## config.mk

```make
export PLATFORM = sky130hd
export DESIGN_NAME = dvc_front_flat
export DESIGN_NICKNAME = d
export VERILOG_FILES = /design/src/hw/rtl/distinct_value_counter_macros.svh /design/src/hw/rtl/dvc_pkg.sv /design/src/hw/rtl/dvc_ifs.sv /design/src/hw/rtl/dvc_front.sv /design/src/flat_wrapper.sv
export SDC_FILE = /design/constraint.sdc
export NUM_CORES = 1
export LEC_CHECK = 0
export ABC_AREA = 1
export BUFFER_PORTS_ARGS = -buffer_cell sky130_fd_sc_hd__buf_2
export CORE_AREA = 10 10 160 162
export CTS_BUF_LIST = sky130_fd_sc_hd__clkbuf_8
export CTS_CLUSTER_DIAMETER = 100
export DETAILED_ROUTE_END_ITERATION = 7
export DIE_AREA = 0 0 170 172
export MAX_ROUTING_LAYER = met4
export PLACE_DENSITY = 0.73
export SLEW_MARGIN = 30
export SYNTH_ARGS = -nofsm -noshare
export SYNTH_HDL_FRONTEND = slang
export SYNTH_SLANG_ARGS = --single-unit
```

## constraint.sdc

```tcl
create_clock -name clk -period 11.9 [get_ports clk]
set_input_delay 1.19 -clock clk [delete_from_list [all_inputs] [get_ports clk]]
set_output_delay 1.19 -clock clk [all_outputs]
set_load 0.02 [all_outputs]
```

## src/hw/rtl/distinct_value_counter_macros.svh

```systemverilog
// Assertion macros shared by the distinct value counter RTL.
`ifndef DISTINCT_VALUE_COUNTER_MACROS_SVH
`define DISTINCT_VALUE_COUNTER_MACROS_SVH

// Checks that a condition holds at every clock edge outside reset.
`define DVC_CHECK(lbl, cond, msg) \
  lbl: assert property (@(posedge clk) disable iff (!rst_n) (cond)) else $error(msg);

// Checks that a consequent holds in the same cycle as its antecedent.
`define DVC_IMPLIES(lbl, ante, cons, msg) \
  lbl: assert property (@(posedge clk) disable iff (!rst_n) (ante) |-> (cons)) else $error(msg);

`endif

```

## src/hw/rtl/dvc_pkg.sv

```systemverilog
// Types, constants and helper functions for the distinct value counter.
package dvc_pkg;

  localparam int KEY_W       = 32;
  localparam int CNT_W       = 12;
  localparam int HB_W        = 4;
  localparam int TABLE_SLOTS = 4096;
  localparam int ADDR_W      = $clog2(TABLE_SLOTS);
  localparam int SLOT_W      = ADDR_W + 1;
  localparam int MIN_BITS    = 8;
  localparam int MAX_BITS    = (ADDR_W > 15) ? 15 : ADDR_W;
  localparam int COUNT_W     = MAX_BITS;
  localparam int EPOCH_W     = 8;
  localparam int SHIFT_W     = 6;

  localparam logic [KEY_W-1:0]   HASH_MULT   = 32'd3141592653;
  localparam logic [KEY_W-1:0]   MISSING_KEY = 32'h8000_0000;
  localparam logic [HB_W-1:0]    HB_RESET    = 4'd12;
  localparam logic [EPOCH_W-1:0] EPOCH_FIRST = EPOCH_W'(1);
  localparam logic [EPOCH_W-1:0] EPOCH_LAST  = '1;

  typedef struct packed {
    logic [KEY_W-1:0]  key;
    logic              first;
    logic [ADDR_W-1:0] idx;
  } req_t;

  typedef struct packed {
    logic [EPOCH_W-1:0] epoch;
    logic [KEY_W-1:0]   key;
  } slot_t;

  function automatic logic [HB_W-1:0] eff_bits(input logic [HB_W-1:0] hb);
    logic [HB_W-1:0] k;
    k = hb;
    if (k < HB_W'(MIN_BITS)) k = HB_W'(MIN_BITS);
    if (k > HB_W'(MAX_BITS)) k = HB_W'(MAX_BITS);
    return k;
  endfunction

  function automatic logic [ADDR_W-1:0] slot_mask(input logic [HB_W-1:0] k);
    logic [SLOT_W-1:0] slots;
    slots = SLOT_W'(1) << k;
    return ADDR_W'(slots - 1'b1);
  endfunction

  function automatic logic [COUNT_W-1:0] half_slots(input logic [HB_W-1:0] k);
    logic [SLOT_W-1:0] slots;
    slots = SLOT_W'(1) << k;
    return COUNT_W'(slots >> 1);
  endfunction

endpackage

```

## src/hw/rtl/dvc_ifs.sv

```systemverilog
// Request and result channel interfaces of the distinct value counter.
interface dvc_in_if;
  import dvc_pkg::*;
  logic                    valid;
  logic                    ready;
  logic signed [KEY_W-1:0] key_value;
  logic                    first_of_set;

  modport source (output valid, key_value, first_of_set, input ready);
  modport sink (input valid, key_value, first_of_set, output ready);
endinterface


```

## src/hw/rtl/dvc_front.sv

```systemverilog
// Front end: accepts requests, hashes the key and forms the start slot.
module dvc_front (
  input  logic                 clk,
  input  logic                 rst_n,
  input  logic [dvc_pkg::HB_W-1:0] eff_k,
  dvc_in_if.sink               in_chan,
  output logic                 push_valid,
  input  logic                 push_ready,
  output dvc_pkg::req_t        push_data
);
  import dvc_pkg::*;

  logic                valid_r, valid_nxt;
  logic [KEY_W-1:0]    key_r;
  logic                first_r;
  logic [KEY_W-1:0]    prod_r;
  logic                accept;
  logic [SHIFT_W-1:0]  shamt;
  logic [KEY_W-1:0]    shifted;

  assign in_chan.ready = !valid_r || push_ready;
  assign accept        = in_chan.valid && in_chan.ready;
  assign valid_nxt     = accept ? 1'b1 : (push_ready ? 1'b0 : valid_r);

  always_ff @(posedge clk) begin
    if (!rst_n) begin
      valid_r <= 1'b0;
    end else begin
      valid_r <= valid_nxt;
    end
  end

  always_ff @(posedge clk) begin
    if (accept) begin
      key_r   <= $unsigned(in_chan.key_value);
      first_r <= in_chan.first_of_set;
      prod_r  <= HASH_MULT * $unsigned(in_chan.key_value);
    end
  end

  assign shamt   = SHIFT_W'(KEY_W) - SHIFT_W'(eff_k);
  assign shifted = prod_r >> shamt;

  assign push_valid      = valid_r;
  assign push_data.key   = key_r;
  assign push_data.first = first_r;
  assign push_data.idx   = (key_r == MISSING_KEY) ? '0 : shifted[ADDR_W-1:0];
endmodule

```

## src/flat_wrapper.sv

```systemverilog
// flat-port wrapper written by rule: the top's interface ports become plain ports
module dvc_front_flat import dvc_pkg::*;
  (clk, rst_n, eff_k, push_valid, push_ready, push_data, in_chan_valid, in_chan_key_value, in_chan_first_of_set, in_chan_ready);
  dvc_in_if in_chan_i ();
  input  logic clk;
  input  logic rst_n;
  input  logic [dvc_pkg::HB_W-1:0] eff_k;
  output logic push_valid;
  input  logic push_ready;
  output dvc_pkg::req_t push_data;
  input wire logic [$bits(in_chan_i.valid)-1:0] in_chan_valid;
  input wire logic [$bits(in_chan_i.key_value)-1:0] in_chan_key_value;
  input wire logic [$bits(in_chan_i.first_of_set)-1:0] in_chan_first_of_set;
  output wire logic [$bits(in_chan_i.ready)-1:0] in_chan_ready;
  assign in_chan_i.valid = in_chan_valid;
  assign in_chan_i.key_value = in_chan_key_value;
  assign in_chan_i.first_of_set = in_chan_first_of_set;
  assign in_chan_ready = in_chan_i.ready;
  dvc_front u_core (.clk(clk), .rst_n(rst_n), .eff_k(eff_k), .in_chan(in_chan_i), .push_valid(push_valid), .push_ready(push_ready), .push_data(push_data));
endmodule
```

# Word-level counts from Yosys, hierarchy flattened
# Cells that the tools add are included.
# Widths: inputs -> output; s select.
[classes]
add_sub_neg = 1
multipliers = 1
eq_ne = 1
n_shift = 1
n_mux = 3
n_reduce_logical = 4
[ops]
columns = ["cell", "count"]
rows = [
  ["$eq 32x32->1 const B", 1],
  ["$mul 32x32->32 const A", 1],
  ["$shr 32x6->12", 1],
  ["$mux 12", 1],
  ["$sub 6x4->6 const A", 1],
  ["$mux 1", 2],
  ["$reduce_bool 2->1", 1],
  ["$logic_and 1x1->1", 1],
  ["$logic_not 1->1", 1],
  ["$logic_or 1x1->1", 1],
]
[totals]
register_bits = 66
in_bits = 41
word_cells = 15

# Longest topological paths before layout
# Gate-level depths: netlist of the first run.
[logic_depth]
ltp_word = 4
ltp_mapped = 27
mapped_depth_nobuf = 27

# Worst setup path before layout of the first run
# OpenSTA, ideal clock, no wires.
[synth_timing]
path_kind = "in2reg"
from = "input port in_chan_key_value[5]"
to = "register u_core.prod_r[25] (data pin)"
setup_ps = 258
arrival_time_ps = 6440
required_time_ps = 11642
slack_ps = 5201
path_stages = 21
n_path_buf = 0
path_cell_list = "fa_1 > fa_1 > inv_1 > fa_1 > inv_1 > fa_1 > fa_1 > fa_1 > fa_1 > inv_1 > fa_1 > inv_1 > ha_1 > nand2_1 > inv_1 > nand2_1 > nor3_1 > nand4_1 > nand3_1 > a21oi_1 > xnor2_1"
[synth_via]
elab_chain_cells = 1
[synth_lines]
columns = ["element", "line_no", "text"]
rows = [
  ["start: declaration", "flat_wrapper.sv:12", "input wire logic [$bits(in_chan_i.key_value)-1:0] in_chan_key_value;"],
  ["$mul 32x32->32", "dvc_front.sv:37", "prod_r <= HASH_MULT * $unsigned(in_chan.key_value);"],
  ["end signal: assignment", "dvc_front.sv:37", ""],
  ["end: declaration", "dvc_front.sv:16", "logic [KEY_W-1:0] prod_r;"],
]
# No other way between the ends.
# A chain may end at the register's enable or synchronous reset.

# Worst setup path in the final report of the first run
[layout_timing]
from = "input port in_chan_key_value[5]"
to = "register u_core.prod_r[26] (data pin)"
# The elaborated chain is that of the path after synthesis.

==> tab_implementation.tex, run 1 <==
\begin{tabular}{lr}
\hline
Metric & Value \\
\hline
\multicolumn{2}{l}{\textbf{Placed design}} \\
Post-detailed-placement half-perimeter wirelength & 27.4 mm \\
Number of buffer cells added on primary ports & 87 \\
Final RePlAce weighted congestion & 0.966 \\
\multicolumn{2}{l}{\textbf{Drt}} \\
DRT Pass-1 Iters & 8 \\
Via count & 9,193 \\
Average wire length per cell after detail routing & 18.0 um \\
Remaining antenna violation count after routing & 0 \\
Wire length on met2 & 14.9 mm \\
Highest routed layer & met4 \\
Met1 WL & 13.8 mm \\
Final routed wirelength across all metal layers & 31.5 mm \\
Remaining DRCs & 0 \\
DRC violation total after the first TritonRoute iteration & 730 \\
Vias per std cell & 5.25 \\
WL met3 & 1.97 mm \\
\multicolumn{2}{l}{\textbf{Layout}} \\
Number of antenna cells inserted & 0 \\
Combined area of the multi-input logic cells & 8720 sq um \\
Number of nets in the finished design & 1,876 \\
Fraction of final layout cells sized beyond drive strength 1 & 0.0955 \\
Synth-to-layout area growth & 7.13\% \\
Fill cell instance count of the final layout & 2,038 \\
Sequential cell area & 1910 sq um \\
\multicolumn{2}{l}{\textbf{Synth}} \\
Number of warnings issued by yosys & 0 \\
Prevailing post-synth register cell & edfxtp\_1 \\
Library cell with the largest summed area after synthesis & fa\_1 \\
Proportion of netlist area held by the largest area contributor & 0.262 \\
Count of state elements after synthesis & 64 \\
Most numerous cell types in the synthesized netlist & inv\_1 (341), nand2\_1 (269), ha\_1 (216) \\
Synth unique cells & 48 \\
Share of synthesized registers carrying an async set or reset & 0 \\
Post-Synthesis Net Count & 1,799 \\
Instance count of the mapped netlist & 1,384 \\
Main area contributors after synthesis & fa\_1 (26\%), ha\_1 (22\%), edfxtp\_1 (16\%) \\
Number of synthesized flops with an enable pin & 63 \\
Sequential element share of the synthesized area & 0.158 \\
Post-synthesis cell area & 12,100 sq um \\
Average cell area after synthesis & 8.72 sq um \\
Cell with the most instances after synthesis & inv\_1 \\
\multicolumn{2}{l}{\textbf{Timing}} \\
Highest clock rate & 0.145 GHz \\
Shortest period the worst path allows & 6.88 ns \\
Final hold viol count & 0 \\
Worst max-slew margin expressed relative to the limit & 0.380 \\
Total Negative Setup Slacks & 0 ns \\
RSZ-0062 raised after global routing & false \\
Total of endpoints with negative setup slack in the final report & 0 \\
Final cycle utilization of the critical path & 0.578 \\
Transition time at the pin with the least slew margin & 0.930 ns \\
Hold Slack & 0.550 ns \\
Final-report max-slew violation count & 0 \\
Skew final & 0.0214 ns \\
\multicolumn{2}{l}{\textbf{Clock network}} \\
Clock Root Buffer & clkbuf\_8 \\
CTS H-tree depth & 3 \\
Setup Fix Bufs, Post-CTS & 0 \\
CTS tree & built \\
Hold-fix buffers, CTS & 0 \\
Insertion delay of the later-clocked pin in the worst-skew pair & 0.38 ns \\
CTS Buf Count & 9 \\
Clock tree buffer depth & 2 \\
CTS clk-pin slew, worst paths & 0.09 ns \\
Resize count post-CTS & 0 \\
Sink Count & 64 \\
\multicolumn{2}{l}{\textbf{Worst setup path}} \\
Crit path required time & 12.03 ns \\
Top fanout value on the critical path & 8 \\
Register-to-Register Setup Slack & 10.32 ns \\
Series of cell instances along the critical path & buf\_2 > fa\_1 > fa\_1 > inv\_1 > fa\_1 > inv\_1 > fa\_1 > fa\_1 > fa\_1 > fa\_1 > inv\_1 > fa\_1 > inv\_1 > ha\_1 > nand2\_1 > nor3\_1 > nand4\_1 > nand3\_1 > a21oi\_1 > xnor2\_1 \\
Critical path buffer and inverter count & 5 \\
Kind of end point of the critical path & flop \\
WP depth & 20 \\
Critical path launch point type & input port \\
Category of the critical setup timing path & input port to flop \\
CP dominant cell by count & fa\_1 \\
Data arrival time of the critical path & 7.01 ns \\
Worst r2r dst & u\_core.key\_r[20] \\
Kind of cell adding the most delay to the critical path & adder cells \\
Crit-path slowest cell & fa\_1 \\
End point of the critical path & u\_core.prod\_r[26] \\
Largest stage delay on the critical path & 0.54 ns \\
Worst Setup SP & in\_chan\_key\_value[5] \\
Reg2reg start & u\_core.push\_valid \\
Worst reg2reg path depth & 2 \\
\multicolumn{2}{l}{\textbf{Die}} \\
Cell Rows & 55 \\
Number of top-level pins & 88 \\
Die Area & 29,200 sq um \\
Height of the chip & 172 um \\
Core Footprint & 22,400 sq um \\
Die width & 170 um \\
Initial Util & 0.540 \\
\multicolumn{2}{l}{\textbf{Global route}} \\
First-pass GRT wire length & 49.8 mm \\
Maximum number of pins on one net before global-route repair & 64 \\
Global router's overall resource usage & 0.227 \\
Remaining global-route overflow & 0 \\
Number of global-route vias before repair & 9,403 \\
Number of antenna violations at the first check in global routing & 0 \\
\multicolumn{2}{l}{\textbf{Job}} \\
Max-cap violations & 0 \\
\multicolumn{2}{l}{\textbf{Hold path}} \\
Class of the worst hold path & flop to flop \\
\multicolumn{2}{l}{\textbf{Run status}} \\
Run status & completed \\
\hline
\end{tabular}
[worst min-delay path by stage]
stage                                 start                 to  slack [ns]  depth (start not counted)
after global placement    u_core.push_valid  u_core.push_valid        0.53                          2
final                     u_core.push_valid  u_core.push_valid        0.55                          2
after global routing      u_core.push_valid  u_core.push_valid        0.59                          2
after CTS                 u_core.push_valid  u_core.push_valid        0.55                          2
after detailed placement  u_core.push_valid  u_core.push_valid        0.54                          2
after floorplan           u_core.push_valid  u_core.push_valid        0.73                          2
[routing by layer]
layer,vias to the layer above,GRT usage
li1,4476,-
met1,4374,0.290
met2,289,0.370
met3,54,0.0292
met4,0,0.0732
met5,-,-
[state kept, by name, indices dropped and copies added, names as in the netlist]
| name | flops |
|---|---|
| u_core.key_r | 30 |
| u_core.push_valid | 1 |
| u_core.first_r | 1 |
| u_core.prod_r | 32 |
[cells by family (layout without fill, tap and decap cells)]
kind of cell / count (synthesis) / after routing / share of synthesized area
XOR/XNOR: 34 / 34 / 0.0247
adder cells (fa/ha/maj): 374 / 374 / 0.486
multiplexers: 4 / 4 / 0.00332
buffers and inverters: 369 / 451 / 0.121
AO/OA/AOI/OAI: 131 / 131 / 0.0617
AND/OR/NAND/NOR: 408 / 408 / 0.145
flip-flops: 64 / 64 / 0.158
[cell usage in the layout (no fill, tap or decap), types with 3 or more instances in the layout]
master    instances
nor3_1            8
o21ai_1          25
ha_1            216
edfxtp_1         63
buf_2            87
o21ai_0          25
o21bai_1          4
inv_2             4
o21ai_2           3
a21o_1            3
nand3_1          52
nand2_1         269
inv_1           342
nand4_1           6
nand3b_1          3
xor2_1           21
mux2i_1           4
nor2_1           40
nor4_1            3
o211ai_1          8
xnor2_1          13
clkbuf_8          9
fa_1            158
a31oi_1           7
a21oi_1          44
or2_2            13
nand2_2           3
[tightest hold or removal path, stage by stage (launching register included)]
cell	delay (ns)
dfxtp_1	0.35
nand2_1	0.09
a21boi_0	0.07
[layout make-up]
cell class / count / share of cell area
multi-input combinational: 951 / 0.674
sequential: 64 / 0.148
inverter: 347 / 0.101
timing repair buffer: 88 / 0.0342
tap: 285 / 0.0276
clock buffer: 9 / 0.00958
clock inverter: 7 / 0.00561
[per-stage QoR]
step	setup slack, ns	area, sq um	std cells	util
final	5.02	12900	1751	0.578
after global routing	4.83	12900	1751	0.578
after CTS	5.08	12900	1751	0.578
after detailed placement	4.66	12700	1735	0.570
after global placement	4.72	12700	1735	0.569
after floorplan	5.20	12100	1384	-
Power of run 1 is not shown: default switching activity piles up to over one toggle a cycle in this logic, so the estimate is an artifact.
==> inputs of run 2 (changes only) <==
- clock period: 11.9 -> 7.1 ns (I/O delays scaled with it)
==> run 2 against run 1 <==
  * Cell area is 0.16% higher
  * Flip-flop and latch count did not move
  * Non-clock buffer count grew 3
  * Count of clock-buffer cells in the layout did not move
  * Die area unchanged
  * Cell count is 0.17% higher
  * Register-to-register slack worse by 4.8 ns
  * First-iteration DRC count shrank 21%
  * Clock skew increased by 0.010 ns
  * Highest routed layer unchanged
  * Worst setup slack lost 4.5 ns
  * Sequential share of layout area about the same
  * Wire length fell by 0.75%
==> tab_implementation.tex, run 2 (same netlist as run 1, synthesis figures left out) <==
\begin{tabular}{lr}
\hline
Metric & Value \\
\hline
\multicolumn{2}{l}{\textbf{Global route}} \\
Remaining global-route overflow & 0 \\
Maximum number of pins on one net before global-route repair & 64 \\
First-pass GRT wire length & 50.1 mm \\
Number of global-route vias before repair & 9,528 \\
Global router's overall resource usage & 0.227 \\
Number of antenna violations at the first check in global routing & 0 \\
\multicolumn{2}{l}{\textbf{Die}} \\
Core Footprint & 22,400 sq um \\
Number of top-level pins & 88 \\
Cell Rows & 55 \\
Die width & 170 um \\
Die Area & 29,200 sq um \\
Initial Util & 0.540 \\
Height of the chip & 172 um \\
\multicolumn{2}{l}{\textbf{Layout}} \\
Number of nets in the finished design & 1,879 \\
Synth-to-layout area growth & 7.31\% \\
Most common cell after layout, fill and taps aside & inv\_1 \\
Flip-flop count of the largest register, all copies and words added & 32 \\
Fraction of final layout cells sized beyond drive strength 1 & 0.0980 \\
Non-filler cells in the finished layout & 1,754 \\
Top library cells by usage in the layout, fill and taps aside & inv\_1 (341), nand2\_1 (269), ha\_1 (216) \\
Register with the most flip-flops & u\_core.prod\_r \\
Registers with the most flip-flops & u\_core.prod\_r x32, u\_core.key\_r x30 \\
Number of antenna cells inserted & 0 \\
Fill cell instance count of the final layout & 1,998 \\
Total non-filler cell area in the finished layout & 13,000 sq um \\
\multicolumn{2}{l}{\textbf{Worst setup path}} \\
Register-to-Register Setup Slack & 5.55 ns \\
Data arrival time of the critical path & 6.66 ns \\
End point of the critical path & u\_core.prod\_r[26] \\
Reg2reg start & u\_core.push\_valid \\
Worst reg2reg path depth & 2 \\
Worst Setup SP & in\_chan\_key\_value[6] \\
Critical path launch point type & input port \\
Kind of end point of the critical path & flop \\
Top fanout value on the critical path & 9 \\
Crit path required time & 7.21 ns \\
Category of the critical setup timing path & input port to flop \\
Worst r2r dst & u\_core.key\_r[18] \\
\multicolumn{2}{l}{\textbf{Clock network}} \\
Setup Fix Bufs, Post-CTS & 0 \\
Clock tree buffer depth & 2 \\
Resize count post-CTS & 0 \\
CTS Buf Count & 9 \\
CTS tree & built \\
Sink Count & 64 \\
CTS H-tree depth & 3 \\
CTS clk-pin slew, worst paths & 0.08 ns \\
Clock Root Buffer & clkbuf\_8 \\
Hold-fix buffers, CTS & 0 \\
Insertion delay of the later-clocked pin in the worst-skew pair & 0.39 ns \\
\multicolumn{2}{l}{\textbf{Drt}} \\
Via count & 9,147 \\
Vias per std cell & 5.21 \\
DRC violation total after the first TritonRoute iteration & 579 \\
Remaining antenna violation count after routing & 0 \\
Remaining DRCs & 0 \\
Average wire length per cell after detail routing & 17.8 um \\
Final routed wirelength across all metal layers & 31.2 mm \\
DRT Pass-1 Iters & 6 \\
\multicolumn{2}{l}{\textbf{Job}} \\
Max-cap violations & 0 \\
\multicolumn{2}{l}{\textbf{Timing}} \\
Total Negative Setup Slacks & 0 ns \\
Highest clock rate & 0.153 GHz \\
RSZ-0062 raised after global routing & false \\
Worst max-slew margin expressed relative to the limit & 0.378 \\
Transition time at the pin with the least slew margin & 0.933 ns \\
Final hold viol count & 0 \\
Final-report max-slew violation count & 0 \\
Skew final & 0.0318 ns \\
Final cycle utilization of the critical path & 0.922 \\
Total of endpoints with negative setup slack in the final report & 0 \\
Shortest period the worst path allows & 6.54 ns \\
\multicolumn{2}{l}{\textbf{Placed design}} \\
Placed cell count & 1,738 \\
Post-detailed-placement cell area & 12,800 sq um \\
Final RePlAce weighted congestion & 0.963 \\
Number of buffer cells added on primary ports & 87 \\
Post-detailed-placement half-perimeter wirelength & 27.4 mm \\
\multicolumn{2}{l}{\textbf{Hold path}} \\
Class of the worst hold path & input port to flop \\
\multicolumn{2}{l}{\textbf{Run status}} \\
Run status & completed \\
\hline
\end{tabular}
[run 2: cell types whose count changed in the layout (fill, tap and decap cells not counted)]
cell	change
buf_4	+3
clkinv_4	-2
clkinvlp_4	+2
clkinv_2	+1
inv_1	-1
[run 2: how the worst min path moves through the flow]
stage                        endpoint                 start  cells past startpoint  slack (ns)
floorplan           u_core.push_valid     u_core.push_valid                      2        0.73
global placement    u_core.push_valid     u_core.push_valid                      2        0.53
detailed placement  u_core.push_valid     u_core.push_valid                      2        0.56
CTS                    u_core.first_r  in_chan_first_of_set                      1        0.51
global route           u_core.first_r  in_chan_first_of_set                      1        0.51
finish                 u_core.first_r  in_chan_first_of_set                      1        0.52
[run 2: per-layer routing]
layer | vias to the layer above | GRT usage | share of wire
met1 | 4340 | 0.294 | 0.44
met2 | 268 | 0.367 | 0.47
met5 | - | - | 0
li1 | 4484 | - | -
met4 | 0 | 0.0713 | 0.030
met3 | 55 | 0.0269 | 0.055
[run 2: critical path, stage by stage]
cell and delay (ns):
buf_2 0.22, fa_1 0.48, fa_1 0.54, inv_1 0.05, fa_1 0.53, inv_1 0.06
fa_1 0.52, fa_1 0.45, fa_1 0.50, fa_1 0.49, inv_1 0.06, fa_1 0.48
inv_1 0.04, ha_1 0.34, nand2_1 0.13, nor3_1 0.47, nand4_1 0.15, nand3_1 0.16
a21oi_1 0.09, xnor2_1 0.14
[run 2: metrics by stage]
step | hold slack (ns) | setup slack [ns] | utilization
3_3_place_gp | 0.531 | 0.280 | 0.570
3_5_place_dp | 0.563 | 0.180 | 0.571
6_report | 0.523 | 0.556 | 0.579
4_1_cts | 0.512 | 0.546 | 0.579
2_1_floorplan | 0.729 | 0.881 | -
5_1_grt | 0.511 | 0.199 | 0.579
[run 2: area by class of cell]
cell class	instances	area [sq um]	area share
clock buffers	9	124	0.00956
clock inverters	7	71.3	0.00550
inverters	347	1310	0.101
multi-input cells	951	8720	0.673
flip-flops and latches	64	1910	0.148
well taps	285	357	0.0275
repair buffers	91	465	0.0359
Power of run 2 is left out for the same reason.
