<file path="src/hw/rtl/distinct_value_counter_macros.svh">
// Assertion macros shared by the distinct value counter RTL.
`ifndef DISTINCT_VALUE_COUNTER_MACROS_SVH
`define DISTINCT_VALUE_COUNTER_MACROS_SVH

// Checks that a condition holds at every clock edge outside reset.
`define DVC_CHECK(lbl, cond, msg) \
  lbl: assert property (@(posedge clk) disable iff (!rst_n) (cond)) else $error(msg);

// Checks that a consequent holds in the same cycle as its antecedent.
`define DVC_IMPLIES(lbl, ante, cons, msg) \
  lbl: assert property (@(posedge clk) disable iff (!rst_n) (ante) |-> (cons)) else $error(msg);

`endif

</file>
<file path="src/hw/rtl/dvc_pkg.sv">
// Types, constants and helper functions for the distinct value counter.
package dvc_pkg;

  localparam int KEY_W       = 32;
  localparam int CNT_W       = 12;
  localparam int HB_W        = 4;
  localparam int TABLE_SLOTS = 4096;
  localparam int ADDR_W      = $clog2(TABLE_SLOTS);
  localparam int SLOT_W      = ADDR_W + 1;
  localparam int MIN_BITS    = 8;
  localparam int MAX_BITS    = (ADDR_W > 15) ? 15 : ADDR_W;
  localparam int COUNT_W     = MAX_BITS;
  localparam int EPOCH_W     = 8;
  localparam int SHIFT_W     = 6;

  localparam logic [KEY_W-1:0]   HASH_MULT   = 32'd3141592653;
  localparam logic [KEY_W-1:0]   MISSING_KEY = 32'h8000_0000;
  localparam logic [HB_W-1:0]    HB_RESET    = 4'd12;
  localparam logic [EPOCH_W-1:0] EPOCH_FIRST = EPOCH_W'(1);
  localparam logic [EPOCH_W-1:0] EPOCH_LAST  = '1;

  typedef struct packed {
    logic [KEY_W-1:0]  key;
    logic              first;
    logic [ADDR_W-1:0] idx;
  } req_t;

  typedef struct packed {
    logic [EPOCH_W-1:0] epoch;
    logic [KEY_W-1:0]   key;
  } slot_t;

  function automatic logic [HB_W-1:0] eff_bits(input logic [HB_W-1:0] hb);
    logic [HB_W-1:0] k;
    k = hb;
    if (k < HB_W'(MIN_BITS)) k = HB_W'(MIN_BITS);
    if (k > HB_W'(MAX_BITS)) k = HB_W'(MAX_BITS);
    return k;
  endfunction

  function automatic logic [ADDR_W-1:0] slot_mask(input logic [HB_W-1:0] k);
    logic [SLOT_W-1:0] slots;
    slots = SLOT_W'(1) << k;
    return ADDR_W'(slots - 1'b1);
  endfunction

  function automatic logic [COUNT_W-1:0] half_slots(input logic [HB_W-1:0] k);
    logic [SLOT_W-1:0] slots;
    slots = SLOT_W'(1) << k;
    return COUNT_W'(slots >> 1);
  endfunction

endpackage

</file>
<file path="src/hw/rtl/dvc_queue.sv">
// Two-entry queue that decouples the front end from the probe engine.
module dvc_queue (
  input  logic          clk,
  input  logic          rst_n,
  input  logic          push_valid,
  output logic          push_ready,
  input  dvc_pkg::req_t push_data,
  output logic          pop_valid,
  input  logic          pop,
  output dvc_pkg::req_t pop_data
);
  import dvc_pkg::*;

  req_t       mem_r [2];
  logic       wr_ptr_r, wr_ptr_nxt;
  logic       rd_ptr_r, rd_ptr_nxt;
  logic [1:0] cnt_r, cnt_nxt;
  logic       do_push, do_pop;

  assign push_ready = (cnt_r != 2'd2);
  assign pop_valid  = (cnt_r != 2'd0);
  assign pop_data   = mem_r[rd_ptr_r];
  assign do_push    = push_valid && push_ready;
  assign do_pop     = pop && pop_valid;

  assign wr_ptr_nxt = wr_ptr_r ^ do_push;
  assign rd_ptr_nxt = rd_ptr_r ^ do_pop;
  assign cnt_nxt    = cnt_r + 2'(do_push) - 2'(do_pop);

  always_ff @(posedge clk) begin
    if (!rst_n) begin
      wr_ptr_r <= 1'b0;
      rd_ptr_r <= 1'b0;
      cnt_r    <= 2'd0;
    end else begin
      wr_ptr_r <= wr_ptr_nxt;
      rd_ptr_r <= rd_ptr_nxt;
      cnt_r    <= cnt_nxt;
    end
  end

  always_ff @(posedge clk) begin
    if (do_push) begin
      mem_r[wr_ptr_r] <= push_data;
    end
  end
endmodule

</file>
<file path="config.mk">
export PLATFORM = sky130hd
export DESIGN_NAME = dvc_queue
export DESIGN_NICKNAME = d
export VERILOG_FILES = /design/src/hw/rtl/distinct_value_counter_macros.svh /design/src/hw/rtl/dvc_pkg.sv /design/src/hw/rtl/dvc_queue.sv
export SDC_FILE = /design/constraint.sdc
export NUM_CORES = 1
export LEC_CHECK = 0
export BUFFER_PORTS_ARGS = -buffer_cell sky130_fd_sc_hd__buf_4
export CAP_MARGIN = 25
export CORE_MARGIN = 2
export CORE_UTILIZATION = 45
export DETAILED_ROUTE_END_ITERATION = 12
export MAX_ROUTING_LAYER = met4
export PLACE_DENSITY = 0.66
export REMOVE_ABC_BUFFERS = 1
export SLEW_MARGIN = 30
export SYNTH_ARGS = -nofsm -noshare
export SYNTH_HDL_FRONTEND = slang
export SYNTH_SLANG_ARGS = --single-unit
</file>
<file path="constraint.sdc">
create_clock -name clk -period 3.35 [get_ports clk]
set_input_delay 0.335 -clock clk [delete_from_list [all_inputs] [get_ports clk]]
set_output_delay 0.335 -clock clk [all_outputs]
set_load 0.05 [all_outputs]
</file>
Word-level counts from Yosys, hierarchy flattened
Memory sizes are Yosys's and may differ from the RTL's. A register that Yosys moved wholly into a read port is not among the register bits.
Index checks and enable logic that the tools add are counted.
{"block": "op_classes", "addsub": 2, "eq_ne": 1, "muxes": 3, "bitwise": 2, "n_reduce_logical": 3}
{"op": "$mux 1", "n": 3}
{"op": "$add 2x1->2", "n": 1}
{"op": "$logic_and 1x1->1", "n": 2}
{"op": "$ne 2x2->1 const B", "n": 1}
{"op": "$reduce_bool 2->1", "n": 1}
{"op": "$sub 2x1->2", "n": 1}
{"op": "$xor 1x1->1", "n": 2}
{"block": "totals", "regBits": 4, "mem_bits_rw": 90, "inputBits": 49, "output_inout_bits": 47, "word_cells": 15, "n_memories": 1}
{"name": "mem_r", "words": 2, "width": 45, "rd": 1, "rd_ports_with_merged_regs": 1, "write_ports": 1, "line": "dvc_queue.sv:14", "text": "req_t mem_r [2];"}

Depth between registers and ports, before layout
Gate-level depths: netlist of run 1.
{"block": "depth", "ltp_word": 4, "depth_mapped": 6, "depth_no_buf": 6}

Least setup slack after synthesis of run 1
OpenSTA, ideal clock, no wires.
{"block": "synth_path", "path_kind": "flip-flop to flip-flop", "start": "reg cnt_r[0]", "end": "mem mem_r[0][0] in the netlist's numbering (enable)", "setup_time_ns": 0.407, "arrival_ns": 2.200, "required_ns": 2.943, "slack_ns": 0.743, "stages_incl_launch_ff": 4, "path_buffers": 0, "period_less_slack_ns": 2.607, "path_cell_list": "dfxtp_1 nand2b_1 and2_1 ha_1"}
{"block": "synth_via", "elab_chain_len": 4}
{"item": "from (decl)", "line": "dvc_queue.sv:17", "text": "logic [1:0] cnt_r, cnt_nxt;"}
{"item": "from (signal assigned)", "line": "dvc_queue.sv:38", "text": "cnt_r <= cnt_nxt;"}
{"item": "$ne 2x2->1", "line": "dvc_queue.sv:20", "text": "assign push_ready = (cnt_r != 2'd2);"}
{"item": "via push_ready", "line": "dvc_queue.sv:6", "text": "output logic push_ready,"}
{"item": "$logic_and 1x1->1", "line": "dvc_queue.sv:23", "text": "assign do_push = push_valid && push_ready;"}
{"item": "$mux 1", "line": "dvc_queue.sv:43", "text": "if (do_push) begin"}
{"item": "$mux 1 (implied by the code)", "line": "dvc_queue.sv:44", "text": "mem_r[wr_ptr_r] <= push_data;"}
{"item": "to (decl)", "line": "dvc_queue.sv:14"}
The timed path passes the listed nets, and every way through them passes these cells.

==> results by group, run 1 <==
Run status
  – Run status: finished clean

Power and ir drop
  – Max VDD drop: 0.000320 V
  – Leak pwr: 0.00170 uW
  – P per Cell Area: 760 nW/um^2
  – Tot Pwr: 3450 uW

Synth
  – Mux contribution to synthesized area: 14.7%
  – #FFs+latches synth: 95
  – Yosys Warn Count: 0
  – Netlist Area Pre-Place: 3530 um^2
  – Synth Instances: 169
  – Main flop type after synthesis: edfxtp_1
  – Post-synth EDFFs: 90
  – Top-count cell post-synth: edfxtp_1
  – Post-synth top area cell: edfxtp_1
  – Avg Cell Area, Syn: 20.9 um^2
  – Synth area leaders: edfxtp_1, mux2_2, dfxtp_1, buf_6, and2_1
  – Fraction of registers with async set/reset: 0%
  – Complex-gate fraction of the synthesized area: 1.03%
  – Largest family of logic cells by synthesized area: multiplexers
  – Post-Synth Adder-Cell Area: 0.709%
  – Unique masters post-synth: 22
  – Simple-Gate Fraction of Synth Area: 2.31%
  – Post-synthesis sequential area ratio: 79.5%
  – Synth Area in XOR/XNOR: 0.248%
  – Synth top area share: 76.6%
  – Commonest cells in the synthesized netlist: edfxtp_1, mux2_2, dfxtp_1

CTS
  – Clk Latency, worst-skew pair: 340 ps
  – CTS tree: done
  – Post-CTS Setup Inserts: 0
  – CTS sink cnt: 95
  – Post_cts resized: 0
  – Clock tree buffer depth: 2
  – Total CTS buffers: 9
  – Hold Buf Count CTS: 0
  – Htree depth: 3
  – CTS root buffer: clkbuf_8
  – CTS clk-pin slew, worst paths: 90 ps

Setup path
  – R2R Setup Slk: 1390 ps
  – Worst Setup EP: pop_data[44]
  – Worst Path Arrival: 1960 ps
  – Critical path peak fanout: 29
  – Worst setup EP type: output port
  – Critical R2R Capture: mem_r[0][10]
  – RR Startpoint: cnt_r[0]
  – Worst r2r path cells: 4
  – Worst setup path category: reg2out
  – Data required time of the worst path: 3010 ps
  – Worst setup SP type: flop

STA
  – Tightest Pin Transition: 615 ps
  – RSZ-0062 raised after global routing: false
  – Worst slew margin: 59.0%
  – Final Worst Setup Slack: 1060 ps
  – Final Skew: 6.20 ps
  – Period utilization: 68.4%
  – Fin crit period: 2290 ps
  – Max Fclk: 437 MHz
  – Setup TNS: 0 ps
  – Max-slew violation count: 0
  – Final Hold Fails: 0
  – Final setup fails: 0

GRT
  – Vias in the first global route: 1879
  – Largest net degree at the start of global routing: 30
  – Initial antenna violation count: 0
  – First-pass GRT wire length: 9030 um
  – Overall routing resource usage: 14.7%
  – Congestion Overflow GR: 0

Die
  – Die width: 92.5 um
  – Initial Utilization: 46.1%
  – Die Y-Extent: 92.5 um
  – IO Pins: 96
  – Die ar.: 8560 um^2
  – Std cell rows: 32
  – Core area: 7650 um^2

Min path
  – HP Class: in2reg

Route
  – Via density: 4.70
  – Drt total wl: 6030 um
  – Residual DRC: 0
  – DR iter-0 viols: 73
  – ANT nets after route: 0
  – Vias after detailed routing: 1795
  – WL/cell: 15.8 um
  – Detailed Routing Iterations Pass 1: 4

Job
  – Maxcap violations: 0

Final layout
  – Final instance area: 4540 um^2
  – Layout cells sized above 1: 57.9%
  – # fillers: 602
  – Ant diodes: 0
  – Nets: 326
  – Reg area: 2800 um^2
  – Area Growth Syn to Fin: 28.7%
  – Layout Utilization: 59.4%
  – Area occupied by multi-input gates: 672 um^2

Placement
  – Place WS: 1370 ps
  – GP Congestion: 0.686
  – DP Area: 4360 um^2
  – Port Buffers: 95
  – Post-DP HPWL: 4080 um
-- registers in the layout, summed over array words and instances, names as in the netlist, named ones only --
| signal | cells |
|---|---|
| mem_r | 90 |
| cnt_r | 2 |
| rd_ptr_r | 1 |
| wr_ptr_r | 1 |
-- critical path, cell delays in order, from the launching register on --
cell	delay [ps]
dfxtp_2	580
buf_4	430
mux2_2	400
buf_4	190
-- metrics by stage --
step / std cells / hold WS (ps)
floorplan: 164 / 434
global placement: 366 / 520
detailed placement: 366 / 523
CTS: 382 / 157
global route: 382 / 155
finish: 382 / 174
-- layer usage --
| layer | vias to the layer above | GRT usage [%] | share of wire, % |
|---|---|---|---|
| met1 | 871 | 17.9 | 44 |
| met2 | 50 | 24.2 | 51 |
| li1 | 867 | - | - |
| met4 | 0 | 6.34 | 1.4 |
| met5 | - | - | 0 |
| met3 | 7 | 2.85 | 3.8 |
-- area by class of cell --
type | count | share of cell area, %
sequential | 95 | 61.8
timing repair buffer | 100 | 16.5
multi-input combinational | 68 | 14.8
clock buffer | 12 | 2.98
tap | 102 | 2.81
clock inverter | 4 | 1.02
inverter | 1 | 0.0827
-- kinds of logic (layout without fill, tap and decap cells) --
kind of cell / after synthesis / in the layout
compound gates: 5 / 5
buf+inv: 6 / 117
fa+ha+maj: 2 / 2
simple gates: 14 / 14
flops: 95 / 95
xor+xnor: 1 / 1
mux: 46 / 46
-- worst min-delay path by stage --
stage / start / cells after the start / to / slack, ps
5_1_grt: push_data[41] / 1 / mem_r[1][41] / 160
4_1_cts: push_data[41] / 1 / mem_r[1][41] / 160
3_3_place_gp: push_data[19] / 1 / mem_r[1][19] / 520
2_1_floorplan: push_data[0] / 0 / mem_r[0][0] / 430
6_report: push_data[16] / 1 / mem_r[1][16] / 170
3_5_place_dp: push_data[17] / 1 / mem_r[0][17] / 520
-- power by group --
part	leakage, uW	switching, uW	total, uW	internal (uW)
sequential	0.000884	61.7	1530	1470
combinational	0.000723	795	1220	425
clock	0.0000880	355	698	343
total	0.00170	1210	3450	2240
-- cell usage in the layout (no fill, tap or decap), types with 2 or more instances in the layout --
master,instances
edfxtp_1,90
mux2_2,45
buf_4,100
and2_1,4
clkbuf_8,9
clkbuf_1,3
o21ai_0,2
nor2_1,2
nor2b_1,2
dfxtp_1,4
Note: power is estimated with default switching activity, not from simulation.
==> run 2: changes to the inputs <==
==> constraint.sdc (replaced) <==
create_clock -name clk -period 2.2 [get_ports clk]
set_input_delay 0.22 -clock clk [delete_from_list [all_inputs] [get_ports clk]]
set_output_delay 0.22 -clock clk [all_outputs]
set_load 0.05 [all_outputs]
==> run 2 against run 1 <==
Effect of this change: cell count is 0.52% lower; worst hold slack got worse by 130 ps; power increased by 57%; core utilization increased by 0.70 points; wire length shrank 4.8%; first-iteration DRC count increased by 26%; clock skew rose by 1.5 ps; largest power group unchanged; largest cell class unchanged; register-to-register slack got worse by 740 ps.
==> results by group, run 2 (same netlist as run 1, synthesis figures left out) <==
Run status
  – Run status: finished clean

Placement
  – Port Buffers: 95 (unchanged)
  – Post-DP HPWL: 3690 um (-9.7%)
  – GP Congestion: 0.680 (-0.89%)
  – Place WS: 669 ps (-699 ps)
  – Dpl cells: 365 (-0.27%)
  – DP Area: 4380 um^2 (+0.40%)

GRT
  – Largest net degree at the start of global routing: 46 (+53%)
  – First-pass GRT wire length: 8690 um (-3.7%)
  – Overall routing resource usage: 14.4% (-0.34 points)
  – Congestion Overflow GR: 0 (unchanged)
  – Initial antenna violation count: 0 (unchanged)
  – Vias in the first global route: 1803 (-4.0%)

Route
  – WL/cell: 15.1 um (-4.3%)
  – Vias after detailed routing: 1814 (+1.1%)
  – DR iter-0 viols: 92 (+26%)
  – Detailed Routing Iterations Pass 1: 4 (unchanged)
  – Via density: 4.77 (+1.6%)
  – Drt total wl: 5740 um (-4.8%)
  – ANT nets after route: 0 (unchanged)
  – Residual DRC: 0 (unchanged)

CTS
  – Htree depth: 3 (unchanged)
  – CTS tree: done
  – Post-CTS Setup Inserts: 0 (unchanged)
  – Total CTS buffers: 9 (unchanged)
  – CTS sink cnt: 95 (unchanged)
  – Clk Latency, worst-skew pair: 350 ps (about the same)
  – Clock tree buffer depth: 2 (unchanged)
  – CTS clk-pin slew, worst paths: 90 ps (about the same)
  – Hold Buf Count CTS: 0 (unchanged)
  – CTS root buffer: clkbuf_8
  – Post_cts resized: 0 (unchanged)

Final layout
  – Largest Register: mem_r
  – Area occupied by multi-input gates: 672 um^2 (unchanged)
  – Ant diodes: 0 (unchanged)
  – Biggest regs: mem_r x90, cnt_r x2
  – Final instance area: 4590 um^2 (+1.2%)
  – Largest register FFs: 90 (unchanged)
  – Nets: 325 (-0.31%)
  – Final cell count without fillers: 380 (-0.52%)
  – Reg area: 2800 um^2 (unchanged)
  – Commonest cells after routing, fill and taps aside: buf_4, edfxtp_1, mux2_2
  – Layout cells sized above 1: 59.0% (+1.1 points)
  – Area Growth Syn to Fin: 30.2%
  – Commonest non-fill, non-tap cell in the layout: buf_4
  – # fillers: 583 (-3.2%)
  – Layout Utilization: 60.1% (+0.70 points)

STA
  – Worst slew margin: 77.3% (+18 points)
  – RSZ-0062 raised after global routing: false
  – Final Worst Setup Slack: 388 ps (-672 ps)
  – Final Hold Fails: 0 (unchanged)
  – Period utilization: 82.4%
  – Tightest Pin Transition: 340 ps (-275 ps)
  – Final setup fails: 0 (unchanged)
  – Max-slew violation count: 0 (unchanged)
  – Max Fclk: 552 MHz
  – Fin crit period: 1810 ps
  – Final Skew: 7.66 ps (+1.46 ps)

Die
  – Initial Utilization: 46.1% (unchanged)
  – IO Pins: 96 (unchanged)
  – Die ar.: 8560 um^2 (unchanged)
  – Die Y-Extent: 92.5 um (unchanged)
  – Core area: 7650 um^2 (unchanged)
  – Std cell rows: 32 (unchanged)
  – Die width: 92.5 um (unchanged)

Setup path
  – Worst setup SP type: flop
  – Critical path peak fanout: 41 (+41%)
  – Worst-path cell chain: buf_12, mux2_2, buf_4
  – CP max stage cell: dfxtp_2
  – Worst Path Arrival: 1590 ps (-370 ps)
  – Buf/Inv on CP: 2 (unchanged)
  – Largest delay share family, worst path: buffers and inverters
  – Data required time of the worst path: 1980 ps (-1030 ps)
  – Max incr delay on CP: 400 ps (-180 ps)
  – Worst setup EP type: output port
  – Worst setup path category: reg2out

Power and ir drop
  – Max VDD drop: 0.000540 V (+69%)
  – Leak pwr: 0.00172 uW (+1.2%)
  – P per Cell Area: 1180 nW/um^2 (+55%)

Job
  – Maxcap violations: 0 (unchanged)

Min path
  – HP Class: in2reg
==> run 2: per-stage QoR <==
step                setup TNS (ps)  hold WS (ps)  power, uW
floorplan                   -31980           319       3690
global placement                 0           406       4260
detailed placement               0           408       4270
CTS                              0          25.3       5490
global route                     0          17.9       5640
finish                           0          47.7       5410
==> run 2: cell type report <==
type                       instances  area share (%)
sequential                        95            61.0
timing repair buffer              99            16.7
multi-input combinational         68            14.6
tap                              102            2.78
clock buffer                       9            2.70
clock inverter                     6            2.04
inverter                           1          0.0817
==> run 2: worst paths after layout <==
check                 endpoint  slack (ps)           from  cells after the start
setup / recovery  pop_data[23]         390           flop                      3
hold / removal    mem_r[1][31]          50  push_data[31]                      1
setup reg to reg  mem_r[0][18]         650       cnt_r[0]                      4
hold reg to reg       wr_ptr_r         580       wr_ptr_r                      3
==> run 2: layer usage <==
layer	share of wire [%]	GRT usage (%)	vias to the layer above
met5	0	-	-
met4	1.0	6.72	0
met3	5.3	4.31	9
met2	53	23.2	52
met1	41	16.6	888
li1	-	-	865
==> run 2: report_power, final <==
| group | leakage [uW] | switching [uW] | internal (uW) |
|---|---|---|---|
| Combinational | 0.000725 | 1240 | 664 |
| Clock | 0.000106 | 567 | 643 |
| Sequential | 0.000884 | 68.2 | 2230 |
| Total | 0.00172 | 1870 | 3540 |
==> run 3: changes to the inputs <==
--- a/config.mk
+++ b/config.mk
@@ -11,7 +11,7 @@
 export CORE_UTILIZATION = 45
 export DETAILED_ROUTE_END_ITERATION = 12
 export MAX_ROUTING_LAYER = met4
-export PLACE_DENSITY = 0.66
+export PLACE_DENSITY = 0.69
 export REMOVE_ABC_BUFFERS = 1
 export SLEW_MARGIN = 30
 export SYNTH_ARGS = -nofsm -noshare
==> constraint.sdc (replaced) <==
create_clock -name clk -period 1.47 [get_ports clk]
set_input_delay 0.147 -clock clk [delete_from_list [all_inputs] [get_ports clk]]
set_output_delay 0.147 -clock clk [all_outputs]
set_load 0.05 [all_outputs]
==> run 3 against run 2 <==
Effect of this change: the run now ends with setup timing left; first-iteration DRC count is 17% higher; worst setup slack worse by 520 ps; die area stayed put; critical path type unchanged.
==> results by group, run 3 (same netlist as run 1, synthesis figures left out) <==
STA
  – Final Hold Fails: 0 (unchanged)
  – Final Skew: 6.79 ps (-0.875 ps)
  – Final setup fails: 45 (+45)
  – Worst slew margin: 83.8% (+6.4 points)
  – Max Fclk: 625 MHz
  – Max-slew violation count: 0 (unchanged)
  – Setup TNS: -4520 ps (-4520 ps)
  – RSZ-0062 raised after global routing: true
  – Period utilization: 109%
  – Final Worst Setup Slack: -131 ps (-519 ps)
  – Tightest Pin Transition: 243 ps (-96.6 ps)
  – Fin crit period: 1600 ps

GRT
  – Vias in the first global route: 2155 (+20%)
  – First-pass GRT wire length: 10400 um (+19%)
  – Largest net degree at the start of global routing: 29 (-37%)
  – Initial antenna violation count: 0 (unchanged)
  – Overall routing resource usage: 16.5% (+2.1 points)
  – Congestion Overflow GR: 0 (unchanged)

Setup path
  – Critical path peak fanout: 9 (-78%)
  – Data required time of the worst path: 1320 ps (-660 ps)
  – Crit path depth: 3 (unchanged)
  – Largest delay share family, worst path: flip-flops
  – Worst-path cell chain: buf_6, mux2_2, buf_4
  – RR Startpoint: cnt_r[1]
  – Worst setup SP type: flop
  – Critical R2R Capture: cnt_r[1]
  – R2R Setup Slk: 80 ps (-570 ps)
  – Max incr delay on CP: 400 ps (about the same)
  – Worst Path Arrival: 1450 ps (-140 ps)
  – Worst Setup EP: pop_data[42]
  – Buf/Inv on CP: 2 (unchanged)
  – CP max stage cell: dfxtp_4
  – Worst setup EP type: output port
  – Worst r2r path cells: 6 (+2)
  – Worst setup path category: reg2out

Power and ir drop
  – Leak pwr: 0.00209 uW (+22%)
  – P per Cell Area: 1640 nW/um^2 (+39%)
  – Max VDD drop: 0.000977 V (+81%)

CTS
  – Clock tree buffer depth: 2 (unchanged)
  – Htree depth: 3 (unchanged)
  – CTS clk-pin slew, worst paths: 80 ps (about the same)
  – CTS tree: done
  – CTS sink cnt: 95 (unchanged)
  – CTS root buffer: clkbuf_8
  – Clk Latency, worst-skew pair: 340 ps (about the same)
  – Total CTS buffers: 9 (unchanged)

Die
  – Die Y-Extent: 92.5 um (unchanged)
  – IO Pins: 96 (unchanged)
  – Die width: 92.5 um (unchanged)
  – Core area: 7650 um^2 (unchanged)
  – Std cell rows: 32 (unchanged)
  – Initial Utilization: 46.1% (unchanged)
  – Die ar.: 8560 um^2 (unchanged)

Final layout
  – Nets: 378 (+16%)
  – Layout cells sized above 1: 52.4% (-6.6 points)
  – Ant diodes: 0 (unchanged)
  – Commonest cells after routing, fill and taps aside: edfxtp_1, buf_4, dlygate4sd3_1
  – Layout Utilization: 70.7% (+11 points)
  – Largest register FFs: 90 (unchanged)
  – Biggest regs: mem_r x90, cnt_r x2
  – # fillers: 505 (-13%)
  – Commonest non-fill, non-tap cell in the layout: edfxtp_1
  – Area Growth Syn to Fin: 53.3%
  – Largest Register: mem_r

Route
  – ANT nets after route: 0 (unchanged)
  – DR iter-0 viols: 108 (+17%)
  – Residual DRC: 0 (unchanged)
  – WL/cell: 16.0 um (+5.6%)
  – Vias after detailed routing: 2074 (+14%)
  – Drt total wl: 6930 um (+21%)
  – Detailed Routing Iterations Pass 1: 4 (unchanged)
  – Via density: 4.78 (+0.11%)

Run status
  – Failing checks: setup timing
  – Run status: finished with violations

Job
  – Maxcap violations: 0 (unchanged)

Placement
  – GP Congestion: 0.733 (+7.9%)
  – Port Buffers: 95 (unchanged)
  – Post-DP HPWL: 4010 um (+8.8%)

Min path
  – HP Class: in2reg
[run 3: cell types whose count changed in the layout (fill, tap and decap cells not counted), moves of 2 or more]
cell	delta
buf_4	-35
buf_6	+36
mux2_2	-24
buf_12	+3
mux2_4	+24
dfxtp_1	-2
buf_8	+4
dlygate4sd3_1	+45
dfxtp_4	+2
[run 3: how the worst min path moves through the flow]
stage	slack, ps	cells past startpoint	start	endpoint
4_1_cts	30	2	rst_n	cnt_r[0]
3_3_place_gp	330	1	push_data[39]	mem_r[0][39]
6_report	50	2	rst_n	cnt_r[0]
2_1_floorplan	250	0	push_data[0]	mem_r[0][0]
3_5_place_dp	340	1	push_data[14]	mem_r[0][14]
5_1_grt	40	2	rst_n	cnt_r[0]
[run 3: final cells by class]
type                    count  area [um^2]  area share [%]
repair buffers            152         1480            27.4
flip-flops and latches     95         2810            52.0
clock buffers               9          124            2.29
well taps                 102          128            2.36
multi-input cells          68          762            14.1
inverters                   1         3.75          0.0694
clock inverters             7         96.3            1.78
[run 3: what timing repair did]
action	in CTS	in global routing
pin swaps	0	0
resized for setup	45	28
buffers inserted	3	2
hold buffers	45	0
setup endpoints to repair	46	82
gates cloned	0	0
endpoints found under the hold margin	90	0
[run 3: per-layer routing]
layer  GRT usage, %  vias up  part of all wire (%)
met5              -        -                     0
met4           5.97        0                   1.2
met3           3.42        9                   4.0
met2           27.6       57                    52
met1           20.1     1036                    43
li1               -      972                     -
[run 3: worst register-to-register path, stage by stage (launching register included)]
cell and delay, ps:
dfxtp_4 380, nor2b_1 50, a211oi_1 210, nor2_1 80
ha_1 190, or2b_2 280, mux2i_1 130
[run 3: report_power, final]
part	switching, uW	leakage [uW]	internal [uW]
logic	2030	0.00110	1510
registers	114	0.000885	3350
clock network	873	0.000103	961
[run 3: metrics by stage]
| step | hold slack [ps] | area, um^2 | setup slack, ps | instances | total power (uW) |
|---|---|---|---|---|---|
| floorplan | 246 | 3470 | -1140 | 164 | 5520 |
| global placement | 333 | 4440 | 85.4 | 369 | 6470 |
| detailed placement | 335 | 4440 | 9.68 | 369 | 6510 |
| CTS | 30.6 | 5300 | -154 | 433 | 8730 |
| global route | 41.8 | 5410 | -187 | 434 | 9180 |
| finish | 47.4 | 5410 | -131 | 434 | 8840 |
